[src/hw/rtl/pfa_pkg.sv]
// Shared types and constants of the packed field array.
package pfa_pkg;

  localparam int INDEX_W   = 15;
  localparam int VALUE_W   = 32;
  localparam int FW_W      = 6;
  localparam int COUNT_W   = 16;
  localparam int PROD_W    = INDEX_W + FW_W;
  localparam int CFG_IDX_W  = 1;
  localparam int CFG_DATA_W = 16;

  localparam logic OP_READ  = 1'b0;
  localparam logic OP_WRITE = 1'b1;

  localparam logic [CFG_IDX_W-1:0] CFG_FIELD_WIDTH = 1'd0;
  localparam logic [CFG_IDX_W-1:0] CFG_ENTRY_COUNT = 1'd1;

  localparam logic [FW_W-1:0]    FIELD_WIDTH_MIN = 6'd1;
  localparam logic [FW_W-1:0]    FIELD_WIDTH_MAX = 6'd32;
  localparam logic [COUNT_W-1:0] ENTRY_COUNT_RST = 16'd1024;

  typedef struct packed {
    logic               operation;
    logic [INDEX_W-1:0] index;
    logic [VALUE_W-1:0] value;
  } pfa_req_t;

  typedef struct packed {
    logic [VALUE_W-1:0] read_value;
    logic               error;
  } pfa_rsp_t;

endpackage

[src/hw/rtl/pfa_div.sv]
// Division by a fixed divisor through a reciprocal multiplication, result in the cycle after start.
module pfa_div
  import pfa_pkg::*;
#(
  parameter int DIVISOR    = 32,
  parameter int DIVIDEND_W = PROD_W
) (
  input  logic                        clk,
  input  logic                        rst,
  input  logic                        start,
  input  logic [DIVIDEND_W-1:0]       dividend,
  output logic                        done,
  output logic [DIVIDEND_W-1:0]       quotient,
  output logic [$clog2(DIVISOR):0]    remainder
);

  localparam int     RW      = $clog2(DIVISOR) + 1;
  localparam int     SHIFT   = DIVIDEND_W + $clog2(DIVISOR);
  localparam int     RECIP_W = DIVIDEND_W + 1;
  localparam int     MUL_W   = DIVIDEND_W + RECIP_W;
  // Rounded-up reciprocal; with this shift the quotient is exact for every
  // dividend of DIVIDEND_W bits.
  localparam longint RECIP   = ((longint'(1) << SHIFT) + longint'(DIVISOR) - 1)
                               / longint'(DIVISOR);

  logic [MUL_W-1:0]      product;
  logic [DIVIDEND_W-1:0] held;
  logic [DIVIDEND_W-1:0] multiple;

  assign product   = MUL_W'(dividend) * MUL_W'(RECIP);

  // The remainder is below the divisor, so its low bits are all it needs.
  assign multiple  = DIVIDEND_W'(quotient * DIVIDEND_W'(DIVISOR));
  assign remainder = RW'(held - multiple);

  always_ff @(posedge clk) begin
    if (rst) begin
      done <= 1'b0;
    end else begin
      done <= start;
    end
  end

  always_ff @(posedge clk) begin
    if (start) begin
      quotient <= DIVIDEND_W'(product >> SHIFT);
      held     <= dividend;
    end
  end

endmodule
[config.mk]
export PLATFORM = sky130hd
export DESIGN_NAME = pfa_div
export DESIGN_NICKNAME = d
export VERILOG_FILES = /design/src/hw/rtl/pfa_pkg.sv /design/src/hw/rtl/pfa_div.sv
export SDC_FILE = /design/constraint.sdc
export NUM_CORES = 1
export LEC_CHECK = 0
export ABC_CLOCK_PERIOD_IN_PS = 800
export BUFFER_PORTS_ARGS = -buffer_cell sky130_fd_sc_hd__buf_2
export CORE_MARGIN = 8
export CORE_UTILIZATION = 34
export DETAILED_ROUTE_END_ITERATION = 12
export MAX_ROUTING_LAYER = met4
export PLACE_DENSITY_LB_ADDON = 0.12
export SLEW_MARGIN = 20
export SYNTH_ARGS = -nofsm -noshare
export SYNTH_HDL_FRONTEND = slang
export SYNTH_SLANG_ARGS = --single-unit
[constraint.sdc]
create_clock -name clk -period 0.8 [get_ports clk]
set_input_delay 0.04 -clock clk [delete_from_list [all_inputs] [get_ports clk]]
set_output_delay 0.04 -clock clk [all_outputs]
set_load 0.01 [all_outputs]
==> results.sh, run 1 <==
export IMPL_final_setup_worst_slack_ns=-0.0799
export IMPL_leakage_nw=0.535
export IMPL_synth_seq_area_share_pct=91.2
export IMPL_io_pins=52
export IMPL_vias=487
export IMPL_track_usage_pct=8.69
export IMPL_rows=16
export IMPL_path_clk_slew_ns=0.11
export IMPL_setup_viol=21
export IMPL_ctsRootBufferMaster="clkbuf_4"
export IMPL_dieArea_um2=3820
export IMPL_overflow=0
export IMPL_grt_pass1_vias=494
export IMPL_avgSynthCellArea_um2=23.8
export IMPL_met3_usage_pct=2.67
export IMPL_violations="negative setup slack"
export IMPL_crit_type="flip-flop to output pin"
export IMPL_io_buffers=45
export IMPL_cpPeakStageDelay_ns=0.40
export IMPL_cts_buffers_inserted=3
export IMPL_slew_viol_final=0
export IMPL_synth_compound_area_share_pct=0
export IMPL_grt_pass1_wl_mm=2.31
export IMPL_cts_htree_levels=1
export IMPL_peakVddDrop_uv=1020
export IMPL_first_pass_iters=2
export IMPL_nNetsFinal=126
export IMPL_start_util_pct=36.4
export IMPL_drt_iter0_markers=2
export IMPL_worst_ep_arrival_time_ns=0.84
export IMPL_final_layout_size_suffix_gt1_share_pct=49.5
export IMPL_crit_slowest_cell="edfxtp_1"
export IMPL_yosys_warnings=0
export IMPL_gp_congestion=0.654
export IMPL_wirelength_mm=1.61
export IMPL_synth_cell_types=5
export IMPL_synthTopCellsByArea="edfxtp_1 88%, buf_4 6.3%, dfxtp_1 2.8%"
export IMPL_period_needed_ns=0.880
export IMPL_timing_fmax_mhz=1140
export IMPL_yosys_register_bits=22
export IMPL_rsz0062_at_grt="true"
export IMPL_min_from="start"
export IMPL_status="finished, violations left"
export IMPL_synth_cells=30
export IMPL_synthAdderAreaFrac_pct=0
export IMPL_grt_max_degree=23
export IMPL_yosys_area_share_simple_pct=1.93
export IMPL_clk_path_buf_depth=2
export IMPL_worst_setup_path_end_kind="output pin"
export IMPL_cts_tree="built"
export IMPL_die_y_um=61.8
export IMPL_fin_crit_sh_pct=110
export IMPL_worstPathBufferInverterCount=1
export IMPL_synth_largest_area_cell="edfxtp_1"
export IMPL_worstPathCellList="buf_2"
export IMPL_die_w_um=61.8
export IMPL_utilization_pct=61.8
export IMPL_netlist_area_um2=713
export IMPL_synth_xor_area_share_pct=0
export IMPL_dp_hpwl_mm=1.19
export IMPL_cp_start_kind="flip-flop"
export IMPL_antenna_found_initial=0
export IMPL_hold_path_class="input pin to flip-flop"
export IMPL_drcViolationCount=0
export IMPL_grt_use_met2_pct=17.1
export IMPL_hold_viol=0
export IMPL_whs_ns=0.142
export IMPL_startpoint="quotient[13]"
export IMPL_cp_required_ns=0.76
export IMPL_antenna_cells=0
export IMPL_grt_busiest_layer="met2"
export IMPL_synth_top_family_by_area="buffers and inverters"
export IMPL_area_delta_synth_final_pct=70.0
export IMPL_viasPerCell=3.80
export IMPL_cpLargestDelayFamily="flip-flops"
export IMPL_synthMuxAreaShare_pct=0
export IMPL_wire_per_inst_um=12.6
export IMPL_cp_max_fo=1
export IMPL_cts_sinks=22
export IMPL_synth_top_area_share_pct=88.4
export IMPL_p_per_area_nw_per_um2=1800
export IMPL_maxCapViolations=0
export IMPL_grt_use_met1_pct=7.43
export IMPL_coreArea_um2=1960
export IMPL_antenna_left=0
==> final cells by class <==
| cell class | instances | area, µm² |
|---|---|---|
| multi-input cells | 7 | 36.3 |
| clock inverters | 1 | 3.75 |
| fillers | 173 | 749 |
| repair buffers | 68 | 465 |
| well taps | 27 | 33.8 |
| clock buffers | 3 | 22.5 |
| flip-flops and latches | 22 | 651 |
==> repair_timing <==
item	CTS	global route
setup endpoints to repair	21	22
setup buffers	0	0
pin swaps	0	0
hold endpoints to repair	22	0
hold buffers	22	0
gates resized for setup	0	0
==> metal layers <==
metal	part of all wire [%]	wire [µm]
met2	60	967
met3	8.2	133
met1	32	513
met4	0	0
met5	0	0
==> registers in the layout, indices dropped and copies added, names as in the netlist <==
signal / cells
done: 1
quotient: 16
held: 5
==> power breakdown <==
group          switching, W  total (W)  leakage (nW)  internal (W)
clock network      0.000300   0.000482        0.0154      0.000181
logic              0.000142   0.000320         0.306      0.000178
registers         0.0000177    0.00137         0.214       0.00136
==> cells in the final DEF (no fill, tap or decap) <==
cell type	count
buf_2	45
dlygate4sd3_1	22
edfxtp_1	21
conb_1	6
clkbuf_4	3
nor2b_4	1
clkinv_1	1
dfxtp_1	1
buf_12	1
==> synthesized netlist by cell type, drive strengths merged <==
master / instances
buf: 6
conb: 1
nor2b: 1
dfxtp: 1
edfxtp: 21
==> cell families after synthesis <==
group / count (synthesis)
buffers and inverters: 6
other: 1
AND/OR/NAND/NOR: 1
flip-flops: 22
==> worst paths after layout <==
kind                            to  slack [ns]  depth (start not counted)
worst min-delay path   quotient[4]        0.14                          2
worst max-delay path  quotient[13]       -0.08                          1
==> through the flow <==
step | power (W) | std cells | area, µm² | TNS, ns | setup slack (ns)
global route | 0.00228 | 128 | 1210 | -2.18 | -0.124
floorplan | 0.00150 | 35 | 732 | 0 | 0.366
detailed placement | 0.00164 | 102 | 966 | 0 | 0.185
finish | 0.00218 | 128 | 1210 | -1.06 | -0.0799
global placement | 0.00164 | 102 | 966 | 0 | 0.190
CTS | 0.00221 | 128 | 1210 | -1.38 | -0.0857
No activity file was read; power rests on OpenSTA's default activity.
==> run 2: changes to the inputs <==
--- a/config.mk
+++ b/config.mk
@@ -7,11 +7,12 @@
 export LEC_CHECK = 0
 export ABC_CLOCK_PERIOD_IN_PS = 800
 export BUFFER_PORTS_ARGS = -buffer_cell sky130_fd_sc_hd__buf_2
-export CORE_MARGIN = 8
+export CORE_MARGIN = 10
 export CORE_UTILIZATION = 34
 export DETAILED_ROUTE_END_ITERATION = 12
 export MAX_ROUTING_LAYER = met4
 export PLACE_DENSITY_LB_ADDON = 0.12
+export SETUP_SLACK_MARGIN = 0.02
 export SLEW_MARGIN = 20
 export SYNTH_ARGS = -nofsm -noshare
 export SYNTH_HDL_FRONTEND = slang
==> run 2 against run 1 <==
Against the previous run:
- the run still ends with negative setup slack left
- global-route usage barely moved
- maximum frequency rose by 0.73%
- count of clock-buffer cells in the layout rose by 1
- critical path depth did not move
- worst setup slack improved by 0.0064 ns
- power rose by 0.88%
- cell area rose by 0.52%
- sequential cell count did not move
- critical path type unchanged
- critical endpoint is now remainder[1]
- largest cell class unchanged
==> results.sh, run 2 (same netlist as run 1, synthesis figures left out) <==
export IMPL_status="finished, violations left"
export IMPL_wirelength_mm=1.78
export IMPL_io_buffers=45
export IMPL_setup_viol=21
export IMPL_cp_start_kind="flip-flop"
export IMPL_clk_path_buf_depth=2
export IMPL_largest_reg_flops=16
export IMPL_cp_required_ns=0.76
export IMPL_nNetsFinal=126
export IMPL_cts_buffers_inserted=3
export IMPL_drcViolationCount=0
export IMPL_timing_fmax_mhz=1140
export IMPL_power_w=0.00220
export IMPL_worstPathBufferInverterCount=1
export IMPL_final_layout_size_suffix_gt1_share_pct=49.5
export IMPL_worst_setup_path_end_kind="output pin"
export IMPL_cts_sinks=22
export IMPL_final_cell_mix="44 x buf_2, 22 x dlygate4sd3_1, 21 x edfxtp_1"
export IMPL_rows=16
export IMPL_first_pass_iters=4
export IMPL_hold_viol=0
export IMPL_antenna_found_initial=0
export IMPL_peakVddDrop_uv=1290
export IMPL_rsz0062_at_grt="true"
export IMPL_grt_max_degree=23
export IMPL_cts_tree="built"
export IMPL_p_int_w=0.00173
export IMPL_fin_crit_sh_pct=109
export IMPL_hold_path_class="input pin to flip-flop"
export IMPL_worst_ep_arrival_time_ns=0.83
export IMPL_crit_type="flip-flop to output pin"
export IMPL_min_from="start"
export IMPL_top_regs="quotient: 16 flops, held: 5 flops, done: 1 flops"
export IMPL_gp_congestion=0.648
export IMPL_cts_htree_levels=1
export IMPL_crit_slowest_cell="edfxtp_1"
export IMPL_cp_max_fo=1
export IMPL_vias=497
export IMPL_wire_per_inst_um=13.9
export IMPL_grt_pass1_vias=566
export IMPL_min_to="quotient[1]"
export IMPL_final_setup_worst_slack_ns=-0.0735
export IMPL_period_needed_ns=0.874
export IMPL_coreArea_um2=1980
export IMPL_cpLargestDelayFamily="flip-flops"
export IMPL_die_w_um=65.8
export IMPL_worstPathCellList="buf_2"
export IMPL_pwr_share_comb_pct=14.9
export IMPL_antenna_cells=0
export IMPL_maxCapViolations=0
export IMPL_viasPerCell=3.88
export IMPL_antenna_left=0
export IMPL_slew_viol_final=0
export IMPL_cpPeakStageDelay_ns=0.39
export IMPL_die_y_um=65.8
export IMPL_violations="negative setup slack"
export IMPL_pre_cts_ws_ns=0.188
export IMPL_overflow=0
export IMPL_cp_depth=1
export IMPL_track_usage_pct=8.72
export IMPL_final_common_cell="buf_2"
export IMPL_p_per_area_nw_per_um2=1800
export IMPL_clkPwrFrac_pct=22.4
export IMPL_leakage_nw=0.537
export IMPL_ctsRootBufferMaster="clkbuf_4"
export IMPL_largest_register="quotient"
export IMPL_cts_setup_buffers=0
export IMPL_start_util_pct=36.0
export IMPL_switching_share_pct=21.0
export IMPL_drt_iter0_markers=14
export IMPL_area_delta_synth_final_pct=70.9
export IMPL_power_switching_w=0.000462
export IMPL_io_pins=52
export IMPL_power_frac_seq_pct=62.7
export IMPL_dieArea_um2=4330
export IMPL_min_path_cells=2
export IMPL_grt_pass1_wl_mm=2.68
export IMPL_path_clk_slew_ns=0.11
## run 2: changes by cell type in the layout (fill, tap and decap cells not counted)
cell | before | now
buf_6 | 0 | 1
buf_2 | 45 | 44
clkbuf_1 | 0 | 1
clkinv_1 | 1 | 0
## run 2: layout make-up
cell class / count / area [µm²]
Timing Repair Buffer: 68 / 472
Multi-Input combinational cell: 7 / 36.3
Sequential cell: 22 / 651
Tap cell: 27 / 33.8
Fill cell: 147 / 763
Clock buffer: 4 / 26.3
## run 2: worst max path at each step
stage / from / to
global placement: start / quotient[6]
finish: held[1] / remainder[1]
detailed placement: start / quotient[6]
floorplan: quotient[0] / quotient[0]
CTS: held[1] / remainder[1]
global route: quotient[12] / quotient[12]
## run 2: power by group through the flow
stage	Sequential, W	Clock, W	Combinational (W)
floorplan	0.00146	0	0.0000384
global placement	0.00140	0	0.000243
detailed placement	0.00140	0	0.000245
CTS	0.00138	0.000509	0.000327
global route	0.00138	0.000583	0.000356
finish	0.00138	0.000492	0.000328
## run 2: through the flow
stage	instances	utilization, %	hold slack (ns)	instance area (µm²)	setup TNS (ns)
floorplan	35	-	0.104	732	0
global placement	102	48.7	0.218	966	0
detailed placement	102	48.7	0.218	966	0
CTS	128	61.2	0.134	1210	-1.44
global route	128	61.5	0.125	1220	-2.43
finish	128	61.5	0.137	1220	-1.09
## run 2: metal layers
| metal | routed length, µm | global-route usage (%) |
|---|---|---|
| met5 | 0 | - |
| met4 | 0 | 4.01 |
| met3 | 153 | 3.73 |
| met2 | 1060 | 16.4 |
| met1 | 565 | 7.04 |
## run 2: what timing repair did
action                     CTS  global route
hold endpoints to repair    22             0
setup endpoints to repair   21            22
gates resized for setup      0             1
hold buffers                22             0
pin swaps                    0             0
cloned                       0             0
